## src/design/ascii_hex_checksum_framer_assert.svh

```systemverilog
// Assertion macros shared by the framer RTL.
`ifndef ASCII_HEX_CHECKSUM_FRAMER_ASSERT_SVH
`define ASCII_HEX_CHECKSUM_FRAMER_ASSERT_SVH
`ifndef SYNTHESIS
`define AHCF_ASSERT_IMPL(name, clk, rst, ante, cons) \
   name: assert property (@(posedge clk) disable iff (rst) (ante) |-> (cons)) \
      else $error("assertion failed: same-cycle implication");
`define AHCF_ASSERT_NEXT(name, clk, rst, ante, cons) \
   name: assert property (@(posedge clk) disable iff (rst) (ante) |=> (cons)) \
      else $error("assertion failed: next-cycle implication");
`else
`define AHCF_ASSERT_IMPL(name, clk, rst, ante, cons)
`define AHCF_ASSERT_NEXT(name, clk, rst, ante, cons)
`endif
`endif

```

## src/design/ahcf_pkg.sv

```systemverilog
// Types, codes and helpers for the ASCII hex checksum framer.
package ahcf_pkg;

   localparam logic [7:0] FRAME_HEADER = 8'h1A;
   localparam logic [7:0] ASCII_CR     = 8'h0D;
   localparam logic [7:0] ASCII_LF     = 8'h0A;
   localparam logic [7:0] ASCII_ZERO   = 8'h30;
   localparam logic [7:0] ASCII_UPPER_A = 8'h41;

   // byte that the sequencer emits next for the held request
   localparam logic [2:0] PH_HEADER  = 3'd0;
   localparam logic [2:0] PH_PAYLOAD = 3'd1;
   localparam logic [2:0] PH_CHK_HI  = 3'd2;
   localparam logic [2:0] PH_CHK_LO  = 3'd3;
   localparam logic [2:0] PH_CR      = 3'd4;
   localparam logic [2:0] PH_LF      = 3'd5;

   typedef struct packed {
      logic [7:0] data;
      logic       last;
   } byte_item_type;

   function automatic logic [7:0] hex_char(input logic [3:0] nibble);
      if (nibble < 4'd10) begin
         hex_char = ASCII_ZERO + {4'd0, nibble};
      end else begin
         hex_char = ASCII_UPPER_A + {4'd0, nibble} - 8'd10;
      end
   endfunction

endpackage

```

## src/design/ahcf_in_reg.sv

```systemverilog
// Input register holding one request until the sequencer has emitted all its bytes.
module ahcf_in_reg (
   input  logic                   clock,
   input  logic                   reset,
   input  logic                   req_tvalid,
   output logic                   req_tready,
   input  logic [7:0]             req_tdata,
   input  logic                   req_tlast,
   input  logic                   item_release,
   output logic                   item_valid,
   output ahcf_pkg::byte_item_type item
);
   import ahcf_pkg::*;

   logic          valid_ff, valid_in;
   byte_item_type item_ff, item_in;

   assign req_tready = !valid_ff || item_release;

   always_comb begin
      valid_in = valid_ff;
      item_in  = item_ff;
      if (item_release) begin
         valid_in = 1'b0;
      end
      if (req_tvalid && req_tready) begin
         valid_in = 1'b1;
         item_in  = '{data: req_tdata, last: req_tlast};
      end
   end

   always_ff @(posedge clock) begin
      if (reset) begin
         valid_ff <= 1'b0;
      end else begin
         valid_ff <= valid_in;
      end
      item_ff <= item_in;
   end

   assign item_valid = valid_ff;
   assign item       = item_ff;

endmodule

```

## src/design/ahcf_seq.sv

```systemverilog
// Frame sequencer: picks header, payload, checksum, CR or LF and keeps the running sum.
module ahcf_seq (
   input  logic                    clock,
   input  logic                    reset,
   input  logic                    item_valid,
   input  ahcf_pkg::byte_item_type item,
   output logic                    item_release,
   output logic                    emit_valid,
   output ahcf_pkg::byte_item_type emit,
   input  logic                    out_ready
);
   import ahcf_pkg::*;

   logic [2:0] phase_ff, phase_in;
   logic [7:0] sum_ff, sum_in;
   logic [7:0] chk;
   logic       fire;

   assign chk  = 8'd0 - sum_ff;
   assign fire = item_valid && out_ready;
   assign emit_valid = item_valid;

   always_comb begin
      phase_in     = phase_ff;
      sum_in       = sum_ff;
      item_release = 1'b0;
      emit.data    = item.data;
      emit.last    = 1'b0;
      case (phase_ff)
         PH_HEADER: begin
            emit.data = FRAME_HEADER;
            if (fire) begin
               phase_in = PH_PAYLOAD;
            end
         end
         PH_PAYLOAD: begin
            emit.data = item.data;
            if (fire) begin
               sum_in = sum_ff + item.data;
               if (item.last) begin
                  phase_in = PH_CHK_HI;
               end else begin
                  item_release = 1'b1;
               end
            end
         end
         PH_CHK_HI: begin
            emit.data = hex_char(chk[7:4]);
            if (fire) begin
               phase_in = PH_CHK_LO;
            end
         end
         PH_CHK_LO: begin
            emit.data = hex_char(chk[3:0]);
            if (fire) begin
               phase_in = PH_CR;
            end
         end
         PH_CR: begin
            emit.data = ASCII_CR;
            if (fire) begin
               phase_in = PH_LF;
            end
         end
         PH_LF: begin
            emit.data = ASCII_LF;
            emit.last = 1'b1;
            if (fire) begin
               // close the packet and wait for the next header
               phase_in     = PH_HEADER;
               sum_in       = 8'd0;
               item_release = 1'b1;
            end
         end
         default: begin
            phase_in = PH_HEADER;
            sum_in   = 8'd0;
         end
      endcase
   end

   always_ff @(posedge clock) begin
      if (reset) begin
         phase_ff <= PH_HEADER;
         sum_ff   <= 8'd0;
      end else begin
         phase_ff <= phase_in;
         sum_ff   <= sum_in;
      end
   end

endmodule

```

## src/design/ahcf_out_reg.sv

```systemverilog
// Output register toward the result channel.
module ahcf_out_reg (
   input  logic                    clock,
   input  logic                    reset,
   input  logic                    emit_valid,
   input  ahcf_pkg::byte_item_type emit,
   output logic                    out_ready,
   output logic                    rsp_tvalid,
   input  logic                    rsp_tready,
   output logic [7:0]              rsp_tdata,
   output logic                    rsp_tlast
);
   import ahcf_pkg::*;

   logic          valid_ff, valid_in;
   byte_item_type data_ff, data_in;

   assign out_ready = !valid_ff || rsp_tready;

   always_comb begin
      valid_in = valid_ff;
      data_in  = data_ff;
      if (out_ready) begin
         valid_in = emit_valid;
         data_in  = emit;
      end
   end

   always_ff @(posedge clock) begin
      if (reset) begin
         valid_ff <= 1'b0;
      end else begin
         valid_ff <= valid_in;
      end
      data_ff <= data_in;
   end

   assign rsp_tvalid = valid_ff;
   assign rsp_tdata  = data_ff.data;
   assign rsp_tlast  = data_ff.last;

endmodule

```

## src/design/ascii_hex_checksum_framer.sv

```systemverilog
// Top level of the ASCII hex checksum framer.
//
// Requests arrive on req_*: one command byte per request, req_tlast set on the
// final byte of a packet. Results leave on rsp_*: the framed byte stream,
// header 0x1A, the payload bytes, the two's complement byte sum as two
// uppercase hex characters, CR and LF; rsp_tlast marks the LF.
// A request is held in an input register; the sequencer emits one byte per
// cycle from it into the output register while that register has room.
// The first byte of a request reaches rsp_* through the input and output registers.
// Each request yields its payload byte, preceded by the header for the first
// byte of a packet and followed by the two checksum characters, CR and LF for
// the last. The input register takes a new request when empty or as the
// sequencer emits the last byte of the held one.
// Reset clears the running sum and puts the block outside a packet; both
// registers come up empty.
// When the receiver stalls, the output register holds its byte, the sequencer
// stops, and req_tready drops once the input register is full.
`include "ascii_hex_checksum_framer_assert.svh"

module ascii_hex_checksum_framer (
   input  logic       clock,
   input  logic       reset,
   input  logic       req_tvalid,
   output logic       req_tready,
   input  logic [7:0] req_tdata,   // [7:0] command_byte
   input  logic       req_tlast,   // payload_end
   output logic       rsp_tvalid,
   input  logic       rsp_tready,
   output logic [7:0] rsp_tdata,   // [7:0] frame_byte
   output logic       rsp_tlast    // frame_end
);
   import ahcf_pkg::*;

   logic          item_valid;
   logic          item_release;
   byte_item_type item;
   logic          emit_valid;
   byte_item_type emit;
   logic          out_ready;

   ahcf_in_reg u_in_reg (
      .clock        (clock),
      .reset        (reset),
      .req_tvalid   (req_tvalid),
      .req_tready   (req_tready),
      .req_tdata    (req_tdata),
      .req_tlast    (req_tlast),
      .item_release (item_release),
      .item_valid   (item_valid),
      .item         (item)
   );

   ahcf_seq u_seq (
      .clock        (clock),
      .reset        (reset),
      .item_valid   (item_valid),
      .item         (item),
      .item_release (item_release),
      .emit_valid   (emit_valid),
      .emit         (emit),
      .out_ready    (out_ready)
   );

   ahcf_out_reg u_out_reg (
      .clock      (clock),
      .reset      (reset),
      .emit_valid (emit_valid),
      .emit       (emit),
      .out_ready  (out_ready),
      .rsp_tvalid (rsp_tvalid),
      .rsp_tready (rsp_tready),
      .rsp_tdata  (rsp_tdata),
      .rsp_tlast  (rsp_tlast)
   );

   `AHCF_ASSERT_IMPL(a_last_is_lf, clock, reset, rsp_tvalid && rsp_tlast, rsp_tdata == ASCII_LF)
   `AHCF_ASSERT_NEXT(a_item_reaches_out, clock, reset, item_valid && out_ready, rsp_tvalid)
   `AHCF_ASSERT_IMPL(a_release_needs_room, clock, reset, item_release, item_valid && out_ready)

endmodule

```

## config.mk

```make
export PLATFORM = sky130hd
export DESIGN_NAME = ascii_hex_checksum_framer
export DESIGN_NICKNAME = d
export VERILOG_FILES = /design/src/design/ahcf_pkg.sv /design/src/design/ahcf_in_reg.sv /design/src/design/ahcf_seq.sv /design/src/design/ahcf_out_reg.sv /design/src/design/ascii_hex_checksum_framer.sv
export VERILOG_INCLUDE_DIRS = /design/src /design/src/design
export SDC_FILE = /design/constraint.sdc
export NUM_CORES = 1
export LEC_CHECK = 0
export ABC_AREA = 1
export BUFFER_PORTS_ARGS = -buffer_cell sky130_fd_sc_hd__clkbuf_2
export CAP_MARGIN = 20
export CORE_MARGIN = 2
export CORE_UTILIZATION = 45
export CTS_BUF_LIST = sky130_fd_sc_hd__clkbuf_16
export CTS_CLUSTER_DIAMETER = 80
export DETAILED_ROUTE_END_ITERATION = 6
export PLACE_DENSITY_LB_ADDON = 0.1
export SETUP_SLACK_MARGIN = 0.05
export SYNTH_ARGS = -nofsm -noshare
export SYNTH_HDL_FRONTEND = slang
export SYNTH_SLANG_ARGS = --single-unit
```

## constraint.sdc

```tcl
create_clock -name clock -period 2.8 [get_ports clock]
set_clock_uncertainty 0.15 [all_clocks]
set_input_delay 0.14 -clock clock [delete_from_list [all_inputs] [get_ports clock]]
set_output_delay 0.14 -clock clock [all_outputs]
set_load 0.02 [all_outputs]
```

### After elaboration in Yosys (flattened, before gate mapping)

Cells that the tools add are included.

* register bits: 31
* logic and storage cells: 63
* output and inout bits: 11
* bits of input ports: 13

* multiplexer cells: 21
* equal/unequal tests: 12
* reductions and logical operators: 11
* bitwise logic cells: 1
* $add $sub $neg: 8
* $lt $le $gt $ge: 2

Operator list (count)
* $pmux W8 S5: 1
* $mux W8: 4
* $pmux W8 S3: 1
* $mux W3: 7
* $pmux W3 S6: 1
* $add A7 B4 Y8 const A: 2
* $sub A8 B4 Y8 const B: 2
* $add A6 B4 Y7 const A: 2
* $ne A2 B1 Y1 const B: 6
* $add A8 B8 Y8: 1
* $lt A4 B4 Y1 const B: 2
* $sub A1 B8 Y8 const A: 1
* $reduce_and A7 Y1: 1
* $eq A3 B2 Y1 const B: 2
* $eq A3 B3 Y1 const B: 2
* $mux W1: 6
* $reduce_or A4 Y1: 1
* $eq A3 B1 Y1 const B: 1
* $logic_not A3 Y1: 1
* $reduce_and A3 Y1: 1
* $logic_and A1 B1 Y1: 2
* $logic_not A1 Y1: 2
* $logic_or A1 B1 Y1: 2
* $ne A2 B2 Y1 const B: 1
* other kinds (3): 3

### Longest topological paths before layout

Gate-level depths: netlist of the first run.

* depth in word-level cells: 8
* depth in mapped cells: 14
* mapped depth without buffers: 14

### Hierarchy

From an unflattened synthesis of the first run, not the netlist that was laid out.

* cell total of the unflattened synthesis: 251
* area, all modules: 2006.9 um^2

By module, submodules not included
* ahcf_seq: area an instance 1376.3 um^2, seq. area each 220.2 um^2, cells each 222, times used 1
* ahcf_in_reg: area an instance 317.8 um^2, seq. area each 290.3 um^2, cells each 15, times used 1
* ahcf_out_reg: area an instance 312.8 um^2, seq. area each 290.3 um^2, cells each 14, times used 1

### Least setup slack after synthesis of the first run

OpenSTA, ideal clock, no wires.

* kind: register -> register
* start: register u_seq.sum_ff[0]
* end: register u_out_reg.data_ff (netlist bit u_out_reg.rsp_tdata[2]) (data pin)
* period minus slack after synthesis: 1.925 ns
* required time: 2.391 ns
* setup time: 0.259 ns
* slack: 0.875 ns
* cell stages (with the launch flop): 15
* arrival: 1.516 ns
* buffers on the path: 0
* path through: dfxtp_1 -> inv_1 -> ha_1 -> inv_1 -> nor2_4 -> nand2_1 -> nand2_1 -> nand2_1 -> ha_1 -> inv_1 -> nand3_1 -> nand2_1 -> nand3_1 -> nand3_1 -> nand3_1

RTL lines
* start, declared: line ahcf_seq.sv:15 `logic [7:0] sum_ff, sum_in;`
* start signal, assigned: line ahcf_seq.sv:88 `sum_ff <= sum_in;`
* end signal, assigned: line ahcf_out_reg.sv:35 `data_ff <= data_in;`
* end, declared: line ahcf_out_reg.sv:16 `byte_item_type data_ff, data_in;`

==> results.py, run 1 <==
metrics = {
    "logic_synthesis": {
        "yosysTopAreaCell": "edfxtp_1",
        "synth_area_mm2": 0.00189,
        "postSynthCellCount": 240,
        "synth-seq-cells": 31,
        "synth_seq_area_share_pct": 42.3,
        "postSynth.asyncResetShare_pct": 0,
        "yosysUniqueCellTypes": 30,
        "synth-main-ff-cell": "edfxtp_1",
        "synth_fp_nets": 263,
        "synth_edf_count": 18,
        "yosys_warnings": 0,
        "yosysTopAreaCellShare_pct": 28.5,
        "netlist_top_cells_area": "edfxtp_1 (29%), dfxtp_1 (14%), nand2_1 (13%), nand3_1 (8.2%), ha_1 (5.9%)",
        "syn_avg_cell_area_um2": 7.89,
    },
    "run": {
        "maxCapViolCount": 0,
    },
    "outcome": {
        "status": "finished, final reports clean",
    },
    "floorplan": {
        "die_w_um": 68.9,
        "core_area_mm2": 0.00403,
        "die_height_um": 68.9,
        "die_area_mm2": 0.00474,
        "fp-row-count": 23,
        "start_util_pct": 47.0,
        "io_pins": 24,
    },
    "timing": {
        "fin_tns_setup_ns": 0,
        "slew_headroom_pct": 65.7,
        "holdWs_ns": 0.0785,
        "worst_slack_ns": 0.671,
        "finalCritPeriodShare_pct": 76.0,
        "finalCriticalPeriod_ns": 2.13,
        "rsz0062_at_grt": "no",
        "hold_violations": 0,
        "max_freq_mhz": 470,
        "setup_viol": 0,
        "slew_violations": 0,
        "worst_slew_pin_slew_ns": 0.512,
    },
    "clock_tree": {
        "postCtsHoldBufs": 10,
        "cts_buffers": 5,
        "postCtsSetupRepairBufs": 0,
        "cts_tree": "built",
        "ctsResizeCount": 0,
        "cts.clk_slew.worst_paths_ns": 0.05,
        "clock_latency_ns": 0.27,
        "cts_max_path_buffers": 2,
        "htreeDepth": 2,
        "cts_root_buf": "clkbuf_16",
        "cts.sink_count": 31,
    },
    "grt": {
        "gr-usage-all-layers_pct": 19.8,
        "grt.met1_usage_pct": 25.9,
        "grt_pass1_wl_um": 6760,
        "busiest_layer": "met2",
        "grt_pass1_vias": 1501,
        "antenna_found_initial": 0,
        "grt_use_met3_pct": 5.84,
        "grt_max_degree": 13,
        "use_met2_pct": 31.9,
        "overflow": 0,
    },
    "min_path": {
        "worstHoldPathCells": 2,
        "holdCritStartpoint": "reset",
        "holdCritPathClass": "in -> reg",
        "hold_end": "u_in_reg.item_valid",
    },
    "placed_design": {
        "place_ws_ns": 0.677,
        "io_buffer_count": 23,
        "post-dp-hpwl_um": 3150,
        "gp_congestion": 0.890,
        "dp_cells": 313,
    },
    "critical_path": {
        "reg2reg_setup_slack_ns": 0.67,
        "critPathKind": "reg -> reg",
        "crit_fanout": 7,
        "critical_path_arrival_ns": 2.00,
        "r2r-end": "u_out_reg.rsp_tdata[2]",
        "slowest_delay_ns": 0.33,
        "worst_setup_path_end_kind": "register",
        "crit_required_ns": 2.67,
        "critPathSlowestCell": "dfxtp_1",
        "r2r-start": "u_seq.sum_ff[0]",
        "r2r.worst_path.cells": 14,
        "cp_cell_sequence": "inv_1, ha_1, inv_1, nor2_4, nand2_1, nand2_1, nand2_1, ha_1, inv_1, nand3_1, nand2_1, nand3_1, nand3_1, nand3_1",
        "worstSetupStartpointType": "register",
    },
    "finish": {
        "synthToLayoutAreaGrowth_pct": 22.1,
        "antenna_cells": 0,
        "fin_cells": 331,
        "drive_above_1_share_pct": 18.5,
        "fin_nets": 303,
    },
    "routing": {
        "drt_iter0_markers": 70,
        "drc_errors": 0,
        "viasPerCell": 5.02,
        "ant_nets": 0,
        "drt_first_pass_iters": 4,
        "routedWlPerCell_um": 12.2,
        "vias": 1662,
        "routed_wl_um": 4050,
    },
    "pwr": {
        "vdd_drop_max_uv": 411,
        "powerDensity_mw_per_mm2": 597,
        "leakagePower_uw": 0.00111,
    },
}
[worst max-delay path by stage]
| stage | from | end | slack [ns] | cells after the start |
|---|---|---|---|---|
| floorplan | u_seq.sum_ff[0] | u_out_reg.rsp_tdata[2] | 0.88 | 14 |
| global placement | u_seq.sum_ff[0] | u_out_reg.rsp_tdata[2] | 0.76 | 14 |
| detailed placement | u_seq.sum_ff[0] | u_out_reg.rsp_tdata[2] | 0.68 | 14 |
| CTS | u_seq.sum_ff[0] | u_out_reg.rsp_tdata[2] | 0.67 | 14 |
| global route | u_seq.sum_ff[0] | u_out_reg.rsp_tdata[2] | 0.44 | 14 |
| finish | u_seq.sum_ff[0] | u_out_reg.rsp_tdata[2] | 0.67 | 14 |
[synthesized netlist by cell type (2+ instances only)]
library cell,number
a211oi_1,2
a21oi_1,19
dfxtp_1,13
edfxtp_1,18
ha_1,9
inv_1,25
inv_2,5
nand2_1,67
nand2_2,6
nand3_1,31
nand3b_1,2
nand4_1,5
nor2_1,5
nor2_2,3
nor2_4,3
o21a_1,2
o21ai_0,7
o21ai_1,2
o21bai_1,2
or2_2,3
xor2_1,2
[sequential cells by signal, indices dropped and copies added (netlist names)]
name and cells:
u_in_reg.item 9, u_out_reg.rsp_tdata 8, u_seq.sum_ff 8, u_seq.phase_ff 3, u_in_reg.item_valid 1, u_out_reg.rsp_tlast 1, u_out_reg.rsp_tvalid 1
[cell type report]
type                    instances  area [um2]
clock buffers                   5         125
clock inverters                 3        11.3
repair buffers                 34         223
flip-flops and latches         31         801
well taps                      50        62.6
multi-input cells             178         977
fillers                       377        1720
inverters                      30         113
[cell families after synthesis]
logic type                 Yosys count  share of synthesized area (%)
DFF                                 31                           42.3
buffers and inverters               31                           6.14
and+or+nand+nor                    127                           31.8
AOI/OAI and AO/OA                   38                           11.4
xor gates and xnor gates             3                           1.39
adders and majority gates           10                           7.00
[metal layers]
metal	vias up	part of all wire, %
met2	37	47
li1	895	-
met5	-	0
met1	725	47
met3	5	3.9
met4	0	1.3
[cell usage in the layout (no fill, tap or decap), types with 2 or more instances in the layout]
master	instances
dlygate4sd3_1	10
nand3_1	31
edfxtp_1	18
nor2_1	5
nor2_2	3
o21ai_0	7
nor2_4	3
dfxtp_1	13
inv_2	5
o21bai_1	2
nand3b_1	2
or2_2	3
xor2_1	2
o21a_1	2
a211oi_1	2
clkbuf_2	23
nand4_1	5
inv_1	26
ha_1	9
o21ai_1	2
clkinv_1	2
nand2_1	67
clkbuf_16	5
nand2_2	6
a21oi_1	19
[critical path: cells and delay by family (launching register included)]
family | cells | cell delay [ns]
AND/OR/NAND/NOR | 9 | 0.69
adder cells (fa/ha/maj) | 2 | 0.38
flip-flops | 1 | 0.33
buffers and inverters | 3 | 0.31
[through the flow]
stage / utilization (%) / cell area [um2] / power [uW]
final: 57.4 / 2310 / 1380
after global routing: 57.4 / 2310 / 1470
after CTS: 57.4 / 2310 / 1390
after detailed placement: 51.5 / 2080 / 883
after global placement: 51.5 / 2080 / 883
after floorplan: - / 1890 / 804
[where the power goes]
part / total [uW] / internal [uW] / switching, uW
combinational: 329 / 119 / 210
sequential: 556 / 528 / 27.6
clock: 495 / 319 / 176
(Power assumes the default switching activity.)
==> run 2: changes to the inputs <==
- clock period: 2.8 -> 1.8 ns (I/O delays scaled with it)
==> run 2 against run 1 <==
The flow now finishes with violations (negative setup slack). Die area unchanged. Clock power up 57%. First-iteration DRC count rose by 29%. Highest routed layer unchanged. Core utilization increased by 13 points. Largest power group unchanged. Register-to-register slack lost 0.75 ns. Global-route usage grew 3.2 points. Worst hold slack lost 0.043 ns. Via count rose by 13%. Cell area rose by 22%. Critical endpoint unchanged. Non-clock buffer count grew 29. Sequential share of layout area decreased by 5.8 points.
==> results.py, run 2 (synthesis results as in run 1) <==
metrics = {
    "routing": {
        "drt_iter0_markers": 90,
        "viasPerCell": 5.23,
        "vias": 1876,
        "drc_errors": 0,
        "routed_wl_um": 4950,
        "routedWlPerCell_um": 13.8,
        "drt_first_pass_iters": 4,
        "ant_nets": 0,
    },
    "floorplan": {
        "fp-row-count": 23,
        "die_height_um": 68.9,
        "core_area_mm2": 0.00403,
        "start_util_pct": 47.0,
        "io_pins": 24,
        "die_area_mm2": 0.00474,
        "die_w_um": 68.9,
    },
    "grt": {
        "overflow": 0,
        "gr-usage-all-layers_pct": 22.9,
        "antenna_found_initial": 0,
        "grt_pass1_wl_um": 7790,
        "grt_pass1_vias": 1749,
        "grt_max_degree": 13,
    },
    "placed_design": {
        "io_buffer_count": 23,
        "dp_cells": 332,
        "gp_congestion": 0.860,
        "post-dp-hpwl_um": 3330,
    },
    "critical_path": {
        "critical_path_arrival_ns": 1.74,
        "critPathKind": "reg -> reg",
        "crit_fanout": 7,
        "worstSetupStartpointType": "register",
        "worst_setup_path_end_kind": "register",
        "crit_required_ns": 1.67,
    },
    "clock_tree": {
        "htreeDepth": 2,
        "cts_max_path_buffers": 2,
        "cts.sink_count": 31,
        "cts_tree": "built",
        "cts.clk_slew.worst_paths_ns": 0.05,
        "clock_latency_ns": 0.27,
        "cts_buffers": 5,
        "cts_root_buf": "clkbuf_16",
    },
    "timing": {
        "slew_headroom_pct": 78.3,
        "worst_slack_ns": -0.0739,
        "rsz0062_at_grt": "yes",
        "setup_viol": 7,
        "hold_violations": 0,
        "holdWs_ns": 0.0359,
        "finalCriticalPeriod_ns": 1.87,
        "finalCritPeriodShare_pct": 104,
        "max_freq_mhz": 534,
        "slew_violations": 0,
        "worst_slew_pin_slew_ns": 0.326,
    },
    "finish": {
        "largest_reg_flops": 9,
        "antenna_cells": 0,
        "layout_common_cells": "nand2_1 (59), buf_4 (27), clkbuf_2 (23), inv_1 (21), nand3_1 (19)",
        "nFillCells": 316,
        "drive_above_1_share_pct": 41.7,
        "final_common_cell": "nand2_1",
        "fin_nets": 332,
        "synthToLayoutAreaGrowth_pct": 48.7,
        "fin_util_pct": 69.9,
        "fin_cells": 359,
    },
    "pwr": {
        "power_frac_clock_pct": 32.5,
        "vdd_drop_max_uv": 688,
        "leakagePower_uw": 0.00130,
        "power.switching_uw": 750,
        "powerDensity_mw_per_mm2": 849,
        "power_frac_comb_pct": 31.1,
        "p_seq_share_pct": 36.4,
        "netSwitchingFraction_pct": 31.4,
        "p_int_uw": 1640,
    },
    "outcome": {
        "status": "finished, violations left",
        "violations": "negative setup slack",
    },
    "run": {
        "maxCapViolCount": 0,
    },
    "min_path": {
        "holdCritPathClass": "in -> reg",
    },
}
## run 2: what timing repair did
action / CTS / global route
pin swaps: 12 / 17
setup endpoints to repair: 11 / 13
gates resized for setup: 24 / 37
hold buffers: 11 / 0
setup buffers: 7 / 4
endpoints found under the hold margin: 11 / 0
## run 2: critical path: stages (launching register included)
cell and delay, ns:
dfxtp_4 0.35, inv_4 0.06, ha_4 0.13, inv_4 0.03, nor2_4 0.16, nand2_1 0.07
nand2_1 0.07, nand2_2 0.07, ha_4 0.17, inv_2 0.05, nand3_2 0.05, nand2_1 0.06
nand3_1 0.06, nand3_1 0.07, nand3_1 0.06
## run 2: stage by stage
step           setup slack [ns]  setup TNS (ns)  area (um2)  power [uW]
2_1_floorplan           -0.0356         -0.0361        1920        1260
4_1_cts                 -0.0408         -0.0979        2620        2320
3_3_place_gp            -0.0680          -0.118        2240        1440
6_report                -0.0739          -0.215        2820        2390
3_5_place_dp             -0.125          -0.351        2240        1450
5_1_grt                  -0.217           -1.11        2820        2540
## run 2: area by class of cell
type                       instances  area, um2  area share, %
multi-input combinational        178       1240           44.0
sequential                        31        812           28.8
timing repair buffer              63        450           16.0
clock buffer                       5        125           4.44
inverter                          30        118           4.17
tap                               50       62.6           2.22
clock inverter                     2       8.76          0.311
## run 2: power by group through the flow
stage	Combinational [uW]	Sequential (uW)	Clock, uW
after detailed placement	570	879	0
final	745	869	777
after CTS	664	866	790
after floorplan	347	913	0
after global routing	829	879	833
after global placement	566	878	0
## run 2: worst paths after layout
path                                        start                     end  slack [ns]  cells past startpoint
worst min-delay path                        reset         u_seq.sum_ff[3]        0.04                      2
worst min register to register  u_seq.phase_ff[1]       u_seq.phase_ff[1]        0.36                      2
worst max-delay path              u_seq.sum_ff[0]  u_out_reg.rsp_tdata[2]       -0.07                     14
worst max register to register    u_seq.sum_ff[0]  u_out_reg.rsp_tdata[2]       -0.07                     14
## run 2: metal layers
metal	GRT usage, %	part of all wire (%)	up-vias
met5	0	0	-
met4	6.62	1.2	0
met3	5.84	3.6	6
met2	39.7	52	47
met1	28.1	44	870
li1	-	-	953
==> run 3: changes to the inputs <==
- BUFFER_PORTS_ARGS: -buffer_cell sky130_fd_sc_hd__clkbuf_2 -> default
- DONT_BUFFER_PORTS: default -> 1
- SLEW_MARGIN: default -> 20
- clock period: 1.8 -> 2.4 ns (I/O delays scaled with it)
==> run 3 against run 2 <==
The run now ends clean. Setup slack better by 0.36 ns. Largest cell class unchanged. Critical path type unchanged. Final cell count is 13% lower. Largest power group unchanged. Power is 33% lower.
==> results.py, run 3 (synthesis results as in run 1) <==
metrics = {
    "clock_tree": {
        "cts_max_path_buffers": 2,
        "cts.clk_slew.worst_paths_ns": 0.05,
        "postCtsSetupRepairBufs": 0,
        "htreeDepth": 2,
        "clock_latency_ns": 0.27,
        "cts.sink_count": 31,
        "cts_tree": "built",
        "cts_root_buf": "clkbuf_16",
        "cts_buffers": 5,
    },
    "critical_path": {
        "critical_path_arrival_ns": 1.98,
        "cp_cell_sequence": "inv_1, ha_1, inv_1, nor2_4, nand2_1, nand2_1, nand2_1, ha_1, inv_1, nand3_1, nand2_1, nand3_1, nand3_1, nand3_1",
        "worst_setup_path_end_kind": "register",
        "worstSetupStartpointType": "register",
        "critPathSlowestCell": "dfxtp_1",
        "slowest_delay_ns": 0.33,
        "crit_fanout": 7,
        "crit_required_ns": 2.27,
        "critPathKind": "reg -> reg",
    },
    "pwr": {
        "p_int_uw": 1110,
        "netSwitchingFraction_pct": 30.0,
        "vdd_drop_max_uv": 540,
        "leakagePower_uw": 0.00102,
        "power.switching_uw": 478,
        "power_frac_comb_pct": 20.6,
        "power_frac_clock_pct": 36.6,
        "p_seq_share_pct": 42.8,
        "powerDensity_mw_per_mm2": 714,
    },
    "grt": {
        "grt_max_degree": 13,
        "antenna_found_initial": 0,
        "overflow": 0,
        "grt_pass1_vias": 1458,
        "grt_pass1_wl_um": 6800,
        "gr-usage-all-layers_pct": 19.8,
    },
    "floorplan": {
        "start_util_pct": 47.0,
        "die_w_um": 68.9,
        "die_area_mm2": 0.00474,
        "fp-row-count": 23,
        "core_area_mm2": 0.00403,
        "die_height_um": 68.9,
        "io_pins": 24,
    },
    "timing": {
        "setup_viol": 0,
        "fin_tns_setup_ns": 0,
        "worst_slew_pin_slew_ns": 0.542,
        "slew_headroom_pct": 63.7,
        "hold_violations": 0,
        "slew_violations": 0,
        "rsz0062_at_grt": "no",
        "finalCriticalPeriod_ns": 2.12,
        "finalCritPeriodShare_pct": 88.2,
        "max_freq_mhz": 472,
    },
    "routing": {
        "drt_first_pass_iters": 4,
        "routedWlPerCell_um": 12.7,
        "routed_wl_um": 3960,
        "vias": 1593,
        "viasPerCell": 5.12,
        "ant_nets": 0,
        "drc_errors": 0,
        "drt_iter0_markers": 107,
    },
    "finish": {
        "regArea_um2": 801,
        "antenna_cells": 0,
        "nFillCells": 384,
        "synthToLayoutAreaGrowth_pct": 17.6,
        "fin_nets": 283,
        "multi_input_area_um2": 977,
        "design_area_mm2": 0.00223,
        "final_common_cell": "nand2_1",
        "drive_above_1_share_pct": 11.9,
        "largest_reg_flops": 9,
        "layout_common_cells": "nand2_1 (67), nand3_1 (31), inv_1 (25), a21oi_1 (19), edfxtp_1 (18)",
    },
    "outcome": {
        "status": "finished, final reports clean",
    },
    "placed_design": {
        "gp_congestion": 0.874,
        "post-dp-hpwl_um": 3100,
        "io_buffer_count": 0,
        "place_area_mm2": 0.00197,
    },
    "min_path": {
        "holdCritPathClass": "in -> reg",
    },
    "run": {
        "maxCapViolCount": 0,
    },
}
-- run 3: cell types whose count changed in the layout (fill, tap and decap cells not counted), moves of 7 or more --
cell	change
nand2_1	+8
clkbuf_2	-23
a21oi_1	+7
ha_1	+7
ha_4	-7
buf_4	-25
nand3_2	-11
nand3_1	+12
-- run 3: metal layers --
metal	GRT usage, %	vias to the layer above	wire length [um]
li1	-	858	-
met3	4.38	4	124
met2	31.0	41	1820
met5	0	-	0
met4	6.62	0	47
met1	26.8	690	1980
-- run 3: power by group through the flow --
stage | logic (uW) | registers (uW) | clock network (uW)
3_3_place_gp | 306 | 692 | 0
3_5_place_dp | 308 | 693 | 0
5_1_grt | 376 | 691 | 630
4_1_cts | 327 | 682 | 601
2_1_floorplan | 255 | 683 | 0
6_report | 327 | 682 | 583
-- run 3: through the flow --
stage	std cells	total power (uW)	worst slack [ns]	hold WS [ns]	util [%]
after floorplan	240	938	0.475	0.0485	-
after global placement	291	998	0.361	0.0419	48.9
after detailed placement	291	1000	0.308	0.0434	48.9
after CTS	311	1610	0.298	0.120	55.3
after global routing	311	1700	0.0672	0.140	55.3
final	311	1590	0.283	0.122	55.3
-- run 3: area by class of cell --
cell class / count / area share, %
Multi-Input combinational cell: 178 / 43.9
Clock inverter: 3 / 0.674
Timing Repair Buffer: 14 / 6.06
Tap cell: 50 / 2.81
Sequential cell: 31 / 35.9
Clock buffer: 5 / 5.61
Inverter: 30 / 5.05
-- run 3: what timing repair did --
action / CTS / global route
endpoints found under the hold margin: 22 / 0
hold buffers: 12 / 0
gates resized for setup: 0 / 0
-- run 3: path summary, 6_finish.rpt --
check                         start                endpoint  slack [ns]  cells after the start
setup / recovery    u_seq.sum_ff[0]  u_out_reg.rsp_tdata[2]        0.28                     14
hold / removal           req_tvalid        u_in_reg.item[0]        0.12                      3
setup reg to reg    u_seq.sum_ff[0]  u_out_reg.rsp_tdata[2]        0.28                     14
hold reg to reg   u_seq.phase_ff[1]       u_seq.phase_ff[1]        0.37                      2
-- run 3: critical path, delay by kind of cell, from the launching register on --
kind / cells / cell delay (ns)
buffers and inverters: 3 / 0.30
adders and majority gates: 2 / 0.38
and+or+nand+nor: 9 / 0.69
DFF: 1 / 0.33
